==> config.mk <==
export PLATFORM = sky130hd
export DESIGN_NAME = rgb_row_pixel_effects
export DESIGN_NICKNAME = d
export VERILOG_FILES = /design/src/design/rrpe_pkg.sv /design/src/design/rrpe_front.sv /design/src/design/rrpe_fifo.sv /design/src/design/rrpe_back.sv /design/src/design/rgb_row_pixel_effects.sv
export SDC_FILE = /design/constraint.sdc
export NUM_CORES = 2
export LEC_CHECK = 0
export CORE_MARGIN = 5
export CORE_UTILIZATION = 50
export CTS_BUF_LIST = sky130_fd_sc_hd__clkbuf_4
export DETAILED_ROUTE_END_ITERATION = 8
export DONT_BUFFER_PORTS = 1
export GPL_ROUTABILITY_DRIVEN = 0
export GPL_TIMING_DRIVEN = 0
export MAX_ROUTING_LAYER = met4
export PLACE_DENSITY = 0.72
export SLEW_MARGIN = 20
export SYNTH_ARGS = -nofsm -noshare
export SYNTH_HDL_FRONTEND = slang
export SYNTH_HIERARCHICAL = 1
export SYNTH_SLANG_ARGS = --single-unit
==> constraint.sdc <==
create_clock -name i_clk -period 7.7 [get_ports i_clk]
set_input_delay 0.77 -clock i_clk [delete_from_list [all_inputs] [get_ports i_clk]]
set_output_delay 0.77 -clock i_clk [all_outputs]
set_load 0.02 [all_outputs]
==> src/design/rrpe_pkg.sv <==
// ----------------------------------------------------------------------------
// rrpe_pkg
// types, constants and point-effect function of the rgb row pixel effects block
// ----------------------------------------------------------------------------
package rrpe_pkg;

    // fixed field widths
    localparam int SAMPLE_W = 8;
    localparam int COL_W    = 7;
    localparam int EN_W     = 9;
    localparam int CFG_IDX_W = 2;

    localparam logic [SAMPLE_W-1:0] SAMPLE_MAX = 8'd255;

    // divide by three: floor(x * 683 / 2048) is exact for x below 768
    localparam logic [9:0] DIV3_MUL   = 10'd683;
    localparam int         DIV3_SHIFT = 11;

    // configuration register indexes
    localparam logic [CFG_IDX_W-1:0] CFG_EFFECTS  = 2'd0;
    localparam logic [CFG_IDX_W-1:0] CFG_MAX_VAL  = 2'd1;
    localparam logic [CFG_IDX_W-1:0] CFG_ROW_WIDE = 2'd2;

    // effect enable bit positions
    localparam int EN_GREY     = 0;
    localparam int EN_MIRROR   = 1;
    localparam int EN_NEG_R    = 2;
    localparam int EN_NEG_G    = 3;
    localparam int EN_NEG_B    = 4;
    localparam int EN_ZERO_R   = 5;
    localparam int EN_ZERO_G   = 6;
    localparam int EN_ZERO_B   = 7;
    localparam int EN_CONTRAST = 8;

    // queue depth between front and back
    localparam int FIFO_DEPTH = 2;

    typedef struct packed {
        logic [SAMPLE_W-1:0] red;
        logic [SAMPLE_W-1:0] green;
        logic [SAMPLE_W-1:0] blue;
    } t_pixel;

    typedef struct packed {
        t_pixel             px;
        logic [COL_W-1:0]   col;
        logic               last;
        logic               mirror;
    } t_cmd;

    typedef enum logic [1:0] {
        B_IDLE,
        B_READ,
        B_SEND
    } t_bstate;

    // negate, zero, then contrast on one sample
    function automatic logic [SAMPLE_W-1:0] point_fx(
        input logic [SAMPLE_W-1:0] s,
        input logic                neg,
        input logic                zero,
        input logic                con,
        input logic [SAMPLE_W-1:0] maxv
    );
        logic [SAMPLE_W-1:0] v;
        v = neg ? (SAMPLE_MAX - s) : s;
        if (zero) v = '0;
        if (con) v = (v > (maxv >> 1)) ? maxv : '0;
        return v;
    endfunction

endpackage

==> src/design/rrpe_front.sv <==
// ----------------------------------------------------------------------------
// rrpe_front
// config registers, column tracking and point effects; pushes commands to queue
// ----------------------------------------------------------------------------
module rrpe_front import rrpe_pkg::*; #(
    parameter int MAX_ROW_PIXELS = 64
) (
    input  logic                 i_clk,
    input  logic                 i_rst_n,
    input  logic                 i_cfg_we,
    input  logic [CFG_IDX_W-1:0] i_cfg_index,
    input  logic [EN_W-1:0]      i_cfg_data,
    input  logic                 i_s_valid,
    output logic                 o_s_ready,
    input  t_pixel               i_px,
    output logic                 o_push,
    input  logic                 i_q_ready,
    output t_cmd                 o_cmd
);

    logic [EN_W-1:0]     r_effects;
    logic [SAMPLE_W-1:0] r_max_value;
    logic [COL_W-1:0]    r_row_width;
    logic [COL_W-1:0]    r_col;

    logic                r_s_valid;
    t_pixel              r_s_px;
    logic                r_s_grey;
    logic [COL_W-1:0]    r_s_col;
    logic                r_s_last;
    logic                r_s_mirror;

    logic                accept;
    logic [COL_W-1:0]    w_eff;
    logic                last;
    t_pixel              fx_px;
    logic [9:0]          sum;
    logic [19:0]         prod;
    logic [SAMPLE_W-1:0] avg;

    // configuration writes
    always_ff @(posedge i_clk) begin
        if (!i_rst_n) begin
            r_effects   <= '0;
            r_max_value <= SAMPLE_MAX;
            r_row_width <= COL_W'(64);
        end else if (i_cfg_we) begin
            case (i_cfg_index)
                CFG_EFFECTS:  r_effects   <= i_cfg_data;
                CFG_MAX_VAL:  r_max_value <= i_cfg_data[SAMPLE_W-1:0];
                CFG_ROW_WIDE: r_row_width <= i_cfg_data[COL_W-1:0];
                default: ;
            endcase
        end
    end

    // effective row width and end-of-row decision
    always_comb begin
        if (r_row_width == '0)
            w_eff = COL_W'(1);
        else if (r_row_width > COL_W'(MAX_ROW_PIXELS))
            w_eff = COL_W'(MAX_ROW_PIXELS);
        else
            w_eff = r_row_width;
        last = ({1'b0, r_col} + 8'd1) >= {1'b0, w_eff};
    end

    // point effects before greyscale
    always_comb begin
        fx_px.red   = point_fx(i_px.red, r_effects[EN_NEG_R], r_effects[EN_ZERO_R],
                               r_effects[EN_CONTRAST], r_max_value);
        fx_px.green = point_fx(i_px.green, r_effects[EN_NEG_G], r_effects[EN_ZERO_G],
                               r_effects[EN_CONTRAST], r_max_value);
        fx_px.blue  = point_fx(i_px.blue, r_effects[EN_NEG_B], r_effects[EN_ZERO_B],
                               r_effects[EN_CONTRAST], r_max_value);
    end

    assign o_s_ready = !r_s_valid || i_q_ready;
    assign accept    = i_s_valid && o_s_ready;

    // column counter
    always_ff @(posedge i_clk) begin
        if (!i_rst_n)
            r_col <= '0;
        else if (accept)
            r_col <= last ? '0 : r_col + COL_W'(1);
    end

    // stage register
    always_ff @(posedge i_clk) begin
        if (!i_rst_n)
            r_s_valid <= 1'b0;
        else if (accept)
            r_s_valid <= 1'b1;
        else if (i_q_ready)
            r_s_valid <= 1'b0;
    end

    always_ff @(posedge i_clk) begin
        if (accept) begin
            r_s_px     <= fx_px;
            r_s_grey   <= r_effects[EN_GREY];
            r_s_col    <= r_col;
            r_s_last   <= last;
            r_s_mirror <= r_effects[EN_MIRROR];
        end
    end

    // greyscale as integer average by reciprocal multiply
    always_comb begin
        sum  = {2'b00, r_s_px.red} + {2'b00, r_s_px.green} + {2'b00, r_s_px.blue};
        prod = {10'd0, sum} * {10'd0, DIV3_MUL};
        avg  = SAMPLE_W'(prod >> DIV3_SHIFT);
    end

    always_comb begin
        o_push       = r_s_valid;
        o_cmd.px     = r_s_grey ? t_pixel'{red: avg, green: avg, blue: avg} : r_s_px;
        o_cmd.col    = r_s_col;
        o_cmd.last   = r_s_last;
        o_cmd.mirror = r_s_mirror;
    end

endmodule

==> src/design/rrpe_fifo.sv <==
// ----------------------------------------------------------------------------
// rrpe_fifo
// short command queue between front and back
// ----------------------------------------------------------------------------
module rrpe_fifo import rrpe_pkg::*; (
    input  logic i_clk,
    input  logic i_rst_n,
    input  logic i_push,
    output logic o_ready,
    input  t_cmd i_data,
    output logic o_valid,
    input  logic i_pop,
    output t_cmd o_data
);

    localparam int PW = (FIFO_DEPTH > 1) ? $clog2(FIFO_DEPTH) : 1;
    localparam int CW = $clog2(FIFO_DEPTH + 1);

    t_cmd          r_mem [FIFO_DEPTH];
    logic [PW-1:0] r_wp;
    logic [PW-1:0] r_rp;
    logic [CW-1:0] r_cnt;
    logic          wr;
    logic          rd;

    assign o_ready = r_cnt != CW'(FIFO_DEPTH);
    assign o_valid = r_cnt != '0;
    assign o_data  = r_mem[r_rp];
    assign wr      = i_push && o_ready;
    assign rd      = i_pop && o_valid;

    // pointers and fill count
    always_ff @(posedge i_clk) begin
        if (!i_rst_n) begin
            r_wp  <= '0;
            r_rp  <= '0;
            r_cnt <= '0;
        end else begin
            if (wr) r_wp <= (r_wp == PW'(FIFO_DEPTH - 1)) ? '0 : r_wp + PW'(1);
            if (rd) r_rp <= (r_rp == PW'(FIFO_DEPTH - 1)) ? '0 : r_rp + PW'(1);
            case ({wr, rd})
                2'b10:   r_cnt <= r_cnt + CW'(1);
                2'b01:   r_cnt <= r_cnt - CW'(1);
                default: r_cnt <= r_cnt;
            endcase
        end
    end

    // entry storage
    always_ff @(posedge i_clk) begin
        if (wr) r_mem[r_wp] <= i_data;
    end

endmodule

==> src/design/rrpe_back.sv <==
// ----------------------------------------------------------------------------
// rrpe_back
// row store, reverse replay of mirrored rows and the output register
// ----------------------------------------------------------------------------
module rrpe_back import rrpe_pkg::*; #(
    parameter int MAX_ROW_PIXELS = 64
) (
    input  logic   i_clk,
    input  logic   i_rst_n,
    input  logic   i_q_valid,
    output logic   o_pop,
    input  t_cmd   i_cmd,
    output logic   o_m_valid,
    input  logic   i_m_ready,
    output t_pixel o_m_px,
    output logic   o_m_last
);

    localparam int AW = (MAX_ROW_PIXELS > 1) ? $clog2(MAX_ROW_PIXELS) : 1;

    t_pixel        r_mem [MAX_ROW_PIXELS];
    t_pixel        r_rd;
    t_bstate       r_state;
    t_bstate       n_state;
    logic [AW-1:0] r_idx;
    logic [AW-1:0] n_idx;
    logic          r_out_valid;
    t_pixel        r_out_px;
    logic          r_out_last;

    logic          out_free;
    logic          load;
    t_pixel        ld_px;
    logic          ld_last;

    assign out_free = !r_out_valid || i_m_ready;

    // sequencer: direct pass, store only, or reverse replay
    always_comb begin
        n_state = r_state;
        n_idx   = r_idx;
        o_pop   = 1'b0;
        load    = 1'b0;
        ld_px   = i_cmd.px;
        ld_last = i_cmd.last;
        case (r_state)
            B_IDLE: begin
                if (i_q_valid) begin
                    if (i_cmd.mirror) begin
                        o_pop = 1'b1;
                        if (i_cmd.last) begin
                            n_idx   = i_cmd.col[AW-1:0];
                            n_state = B_READ;
                        end
                    end else if (out_free) begin
                        o_pop = 1'b1;
                        load  = 1'b1;
                    end
                end
            end
            B_READ: begin
                n_state = B_SEND;
            end
            B_SEND: begin
                ld_px   = r_rd;
                ld_last = (r_idx == '0);
                if (out_free) begin
                    load = 1'b1;
                    if (r_idx == '0) begin
                        n_state = B_IDLE;
                    end else begin
                        n_idx   = r_idx - AW'(1);
                        n_state = B_READ;
                    end
                end
            end
            default: begin
                n_state = B_IDLE;
            end
        endcase
    end

    always_ff @(posedge i_clk) begin
        if (!i_rst_n)
            r_state <= B_IDLE;
        else
            r_state <= n_state;
    end

    always_ff @(posedge i_clk) begin
        r_idx <= n_idx;
    end

    // row store: every popped pixel is written at its column
    always_ff @(posedge i_clk) begin
        if (o_pop) r_mem[i_cmd.col[AW-1:0]] <= i_cmd.px;
        r_rd <= r_mem[r_idx];
    end

    // output register
    always_ff @(posedge i_clk) begin
        if (!i_rst_n)
            r_out_valid <= 1'b0;
        else if (load)
            r_out_valid <= 1'b1;
        else if (i_m_ready)
            r_out_valid <= 1'b0;
    end

    always_ff @(posedge i_clk) begin
        if (load) begin
            r_out_px   <= ld_px;
            r_out_last <= ld_last;
        end
    end

    assign o_m_valid = r_out_valid;
    assign o_m_px    = r_out_px;
    assign o_m_last  = r_out_last;

endmodule

==> src/design/rgb_row_pixel_effects.sv <==
// ----------------------------------------------------------------------------
// rgb_row_pixel_effects
// rgb point effects with optional per-row mirroring
// ----------------------------------------------------------------------------
//  channel   dir  beat contents (low bits first)
//  s_axis    in   tdata: red_in, green_in, blue_in
//  m_axis    out  tdata: red_out, green_out, blue_out; tlast: row_end
//  cfg       in   i_cfg_index selects effect_enables, max_value, row_width
//
//  without mirroring a pixel passes stage register, queue and output register;
//  one beat a cycle unless the output stalls. with mirroring a row is taken at
//  one pixel a cycle into the store, then replayed pixel by pixel (store read,
//  then output register); input stalls once the 2-entry queue fills in replay.
//  reset is synchronous; the row store is not cleared.
module rgb_row_pixel_effects import rrpe_pkg::*; #(
    parameter int MAX_ROW_PIXELS = 64
) (
    input  logic                 i_clk,
    input  logic                 i_rst_n,
    input  logic                 i_cfg_we,
    input  logic [CFG_IDX_W-1:0] i_cfg_index,
    input  logic [EN_W-1:0]      i_cfg_data,
    input  logic                 s_axis_tvalid,
    output logic                 s_axis_tready,
    input  logic [23:0]          s_axis_tdata,   // red_in, green_in, blue_in
    output logic                 m_axis_tvalid,
    input  logic                 m_axis_tready,
    output logic [23:0]          m_axis_tdata,   // red_out, green_out, blue_out
    output logic                 m_axis_tlast    // row_end
);

    t_pixel in_px;
    t_pixel out_px;
    t_cmd   push_cmd;
    t_cmd   pop_cmd;
    logic   push;
    logic   q_ready;
    logic   q_valid;
    logic   pop;

    assign in_px.red   = s_axis_tdata[7:0];
    assign in_px.green = s_axis_tdata[15:8];
    assign in_px.blue  = s_axis_tdata[23:16];

    rrpe_front #(
        .MAX_ROW_PIXELS(MAX_ROW_PIXELS)
    ) u_front (
        .i_clk       (i_clk),
        .i_rst_n     (i_rst_n),
        .i_cfg_we    (i_cfg_we),
        .i_cfg_index (i_cfg_index),
        .i_cfg_data  (i_cfg_data),
        .i_s_valid   (s_axis_tvalid),
        .o_s_ready   (s_axis_tready),
        .i_px        (in_px),
        .o_push      (push),
        .i_q_ready   (q_ready),
        .o_cmd       (push_cmd)
    );

    rrpe_fifo u_fifo (
        .i_clk   (i_clk),
        .i_rst_n (i_rst_n),
        .i_push  (push),
        .o_ready (q_ready),
        .i_data  (push_cmd),
        .o_valid (q_valid),
        .i_pop   (pop),
        .o_data  (pop_cmd)
    );

    rrpe_back #(
        .MAX_ROW_PIXELS(MAX_ROW_PIXELS)
    ) u_back (
        .i_clk     (i_clk),
        .i_rst_n   (i_rst_n),
        .i_q_valid (q_valid),
        .o_pop     (pop),
        .i_cmd     (pop_cmd),
        .o_m_valid (m_axis_tvalid),
        .i_m_ready (m_axis_tready),
        .o_m_px    (out_px),
        .o_m_last  (m_axis_tlast)
    );

    assign m_axis_tdata = {out_px.blue, out_px.green, out_px.red};

endmodule

## Yosys cells after proc, flatten, opt, wreduce, memory -nomap -nowiden

Memories as Yosys holds them, arrays and structs flattened. A register that Yosys moved wholly into a read port is not among the register bits.
Index checks and enable logic that the tools add are counted.

- Register bits: 104
- RAM bits: 1,602
- Output and inout port bits: 27
- Word-level logic and storage cells: 125
- Memories kept: 2

Memory list:

| name | depth | bits a word | rd ports | clocked after Yosys merged registers in | wr ports | line | source |
|---|---|---|---|---|---|---|---|
| u_back.r_mem | 64 | 24 | 1 | 1 | 1 | rrpe_back.sv:21 | `t_pixel r_mem [MAX_ROW_PIXELS];` |
| u_fifo.r_mem | 2 | 33 | 1 | 1 | 1 | rrpe_fifo.sv:19 | `t_cmd r_mem [FIFO_DEPTH];` |

- $add $sub $neg: 12
- $mul: 1
- Order comparisons: 5
- Equality and inequality tests: 12
- Multiplexer cells: 50
- Reduce and logical (&&, ||, !) cells: 21

Operator list:

| operator | number |
|---|---|
| 2-to-1 mux 8 bit | 12 |
| 2-to-1 mux 24 bit | 2 |
| 2-to-1 mux 6 bit | 5 |
| > comparator 8 x 7 -> 1 bit | 3 |
| subtractor 8 bit (first input constant) | 3 |
| 2-to-1 mux 7 bit | 3 |
| 2-to-1 mux 1 bit | 20 |
| multiplier 10 x 10 -> 19 bit (second input constant) | 1 |
| case mux 6 bit (2 select lines) | 1 |
| adder 10 x 8 -> 10 bit | 1 |
| nonzero test 2 bit | 5 |
| adder 8 x 8 -> 9 bit | 1 |
| adder 7 x 1 -> 8 bit (second input constant) | 1 |
| >= comparator 8 x 7 -> 1 bit | 1 |
| 2-to-1 mux 2 bit | 4 |
| inequality test 2 bit (second input constant) | 4 |
| adder 7 x 1 -> 7 bit (second input constant) | 1 |
| > comparator 7 bit (second input constant) | 1 |
| zero test 7 bit | 1 |
| equality test 2 x 1 -> 1 bit (second input constant) | 3 |
| equality test 2 bit (second input constant) | 3 |
| zero test 6 bit | 1 |
| case mux 2 bit (3 select lines) | 1 |
| AND reduction 2 bit | 3 |
| other kinds (13) | 20 |

## Longest topological paths before layout

- Depth after elaboration: 9
- Mapped depth: 27

## Modules after synthesis

The synthesis kept the hierarchy.

Modules (own cells, without submodules):

| module | instances | cells an instance | area each (um^2) | seq. area each (um^2) |
|---|---|---|---|---|
| rrpe_back | 1 | 2,750 | 60,768.3 | 47,595.6 |
| rrpe_front | 1 | 689 | 6,264.8 | 1,661.6 |
| rrpe_fifo | 1 | 127 | 2,608.8 | 2,082.0 |

## Worst setup path after synthesis

No wires, ideal clock.

- Kind: flip-flop to flip-flop
- Start: reg u_front/r_s_px[1] (netlist bit)
- End: mem u_fifo/r_mem[0][16] (netlist bit), data pin
- Arrival time: 5,784 ps
- Setup slack: 1,642 ps
- Stages on the path, launching flop included: 28
- Cells stage by stage: edfxtp_1 inv_1 fa_1 inv_1 ha_1 fa_1 a211o_1 o211ai_1 nand2b_1 a21oi_2 xnor2_2 inv_2 xnor2_1 ha_1 inv_1 fa_1 inv_1 fa_1 inv_1 fa_1 inv_1 ha_1 o211ai_1 nor4_1 and2_1 a221oi_2 xnor2_1 mux2i_1

RTL lines:

| what | line | source |
|---|---|---|
| from (decl) | rrpe_front.sv:27 | `t_pixel r_s_px;` |
| from (signal assigned) | rrpe_front.sv:101 | `r_s_px <= fx_px;` |
| to (decl) | rrpe_fifo.sv:19 |  |

==> run summary <==
PortBufs - 0
Iter 0 DRT Violations - 5,000
Synth-to-Final Area Change - 14.9%
Area post-placement - 74,300 um2
Peak fanout along the critical path - 5
Fmax - 0.147 GHz
Root Driver - clkbuf_4
Comb power frac - 36.9%
Syn. warnings - 6
Flop pwr share - 40.1%
Slew @ Worst Pin - 1.27 ns
CP max stage cell - fa_1
Routed Wire Length - 178,000 um
Max-slew headroom - 14.8%
CTS Buf Count - 423
CP arrival - 7.71 ns
Peak supply drop - 0.00107 V
Gr ovfl total - 0
Status - finished clean
Row cnt - 136
I/O pins - 67
Drt drc - 0
CP Class - reg2reg
Placed Instances - 5,432
Via count - 38.3k
Die Area - 147,000 um2
Pwr dens - 389 nW/um2
Mapped Nets - 3,725
All-Layer GR Usage - 25.0%
Buf/Inv on CP - 7
Crit path launch type - flop
Avg Inst Size Synth - 19.5 um2
Worst Hold Class - in2reg
Fraction of layout cells with a size suffix above 1 - 29.6%
Global-route wire length before repair - 258,000 um
Drt wl/cell - 28.6 um
Mapped Area - 69,500 um2
WP data required - 8.63 ns
HPWL Detailed - 117,000 um
Fin Clk Skew - 0.121 ns
# setup viols final - 0
Mapped Cells - 3,562
Crit-path leading delay family - adder cells
Hold Vio Cnt, Final - 0
Worst hold slack - 0.154 ns
CP peak stage delay - 0.54 ns
Period utilisation layout - 88.1%
Largest net degree at the start of global routing - 66
Non-Filler Instances - 6,211
CTS tree - built
Initial antenna violation count - 9
Max cap viols - 0
Clock power frac - 23.0%
Post-route cell area - 79,900 um2
DRT Pass-1 Iters - 6
Crit end category - flop
Final setup TNS - 0 ns
Vias in the first global route - 38.5k
Clock-pin slew on the worst setup and hold paths - 0.06 ns
Clock Tree Buf Depth - 4
Final net count - 4,270
Die width - 383 um
Min Tclk post-route - 6.79 ns
Final slew viol count - 0
NetSw - 11,100 uW
Post-cts resize count - 0
Sw Ratio - 35.7%
RSZ-0062 raised after global routing - no
Final Core Density - 58.0%
Leak - 0.0268 uW
Vias per cell - 6.16
Crit-path most repeated cell - inv_1
H-tree level count - 5
Core area - 138,000 um2
# clock sinks - 1,728
Routed Antenna Nets - 0
Int Pwr - 20,000 uW
Worst-Skew Late Latency - 1.29 ns
Initial Util - 50.5%
Die Y - 383 um
## power by group through the flow
| stage | registers, uW | logic (uW) | clock network, uW |
|---|---|---|---|
| final | 12500 | 11500 | 7140 |
| after global routing | 12500 | 12600 | 7840 |
| after CTS | 12500 | 11400 | 7290 |
| after detailed placement | 12700 | 11400 | 0 |
| after global placement | 12700 | 10800 | 0 |
| after floorplan | 12600 | 7560 | 0 |
## final timing paths
path,startpoint,endpoint,slack [ns],depth (start not counted)
max,u_front/r_s_px[1],u_fifo/r_mem[1][24],0.91,27
min,s_axis_tdata[5],u_front/r_s_px[21],0.15,4
max reg2reg,u_front/r_s_px[1],u_fifo/r_mem[1][24],0.91,27
min reg2reg,u_front/r_effects[0],u_front/r_s_grey,0.44,0
## registers in the layout, indices dropped and copies added, names as in the netlist, 7 cells and up, named ones only
signal and flops:
u_back/r_mem 1536, u_fifo/r_mem 64, u_back/o_m_px 24, u_back/r_rd 24, u_front/r_s_px 24, u_front/r_effects 9, u_front/r_max_value 8, u_front/r_col 7
u_front/r_row_width 7
## what timing repair did
item / in CTS / in global routing
hold buffers: 44 / 0
buffers inserted: 0 / 0
setup endpoints to repair: 0 / 0
hold endpoints to repair: 70 / 0
## worst min-delay path: cells and delay by family
| kind | cells | cell delay [ns] |
|---|---|---|
| compound gates | 2 | 0.22 |
| xor+xnor | 1 | 0.14 |
| simple gates | 1 | 0.06 |
## layer usage
metal	up-vias	track usage (%)	part of all wire [%]
met5	-	-	0
met4	0	10.8	4.7
met3	415	6.83	11
met2	2403	37.9	47
met1	19519	32.2	37
li1	15928	-	-
## cell usage in the layout (no fill, tap or decap), types with 23 or more instances in the layout
cell type      instances
o21ai_0               45
clkinv_1              83
clkbuf_1              89
mux2_2                63
nand2_1              153
xnor2_1               44
dfxtp_1               64
o22ai_1               60
a22o_1                24
mux2_4                24
clkbuf_4             622
nor2_1                62
buf_2                 61
o211ai_1              25
a211o_1               27
a21oi_1               56
nor3_1                23
inv_1                 61
buf_16                57
a211oi_1              28
a311o_1               23
mux2i_1              167
dlygate4sd3_1         44
nor2_4                65
ha_1                  95
fa_1                  28
o221ai_1              39
edfxtp_1            1664
mux4_2               326
## per-stage QoR
| step | setup WS [ns] | power [uW] |
|---|---|---|
| CTS | 0.900 | 31200 |
| detailed placement | 0.908 | 24000 |
| global route | 0.505 | 32900 |
| floorplan | 1.64 | 20200 |
| finish | 0.915 | 31100 |
| global placement | 1.01 | 23500 |
## final cells by class
type	count	area, um2
Timing Repair Buffer	120	2380
Fill cell	10070	58000
Sequential cell	1728	51200
Buffer	190	933
Antenna cell	12	30.0
Clock buffer	622	4670
Clock inverter	101	422
Tap cell	1794	2240
Inverter	66	248
Multi-Input combinational cell	1578	17700
No activity file was read; power rests on OpenSTA's default activity.
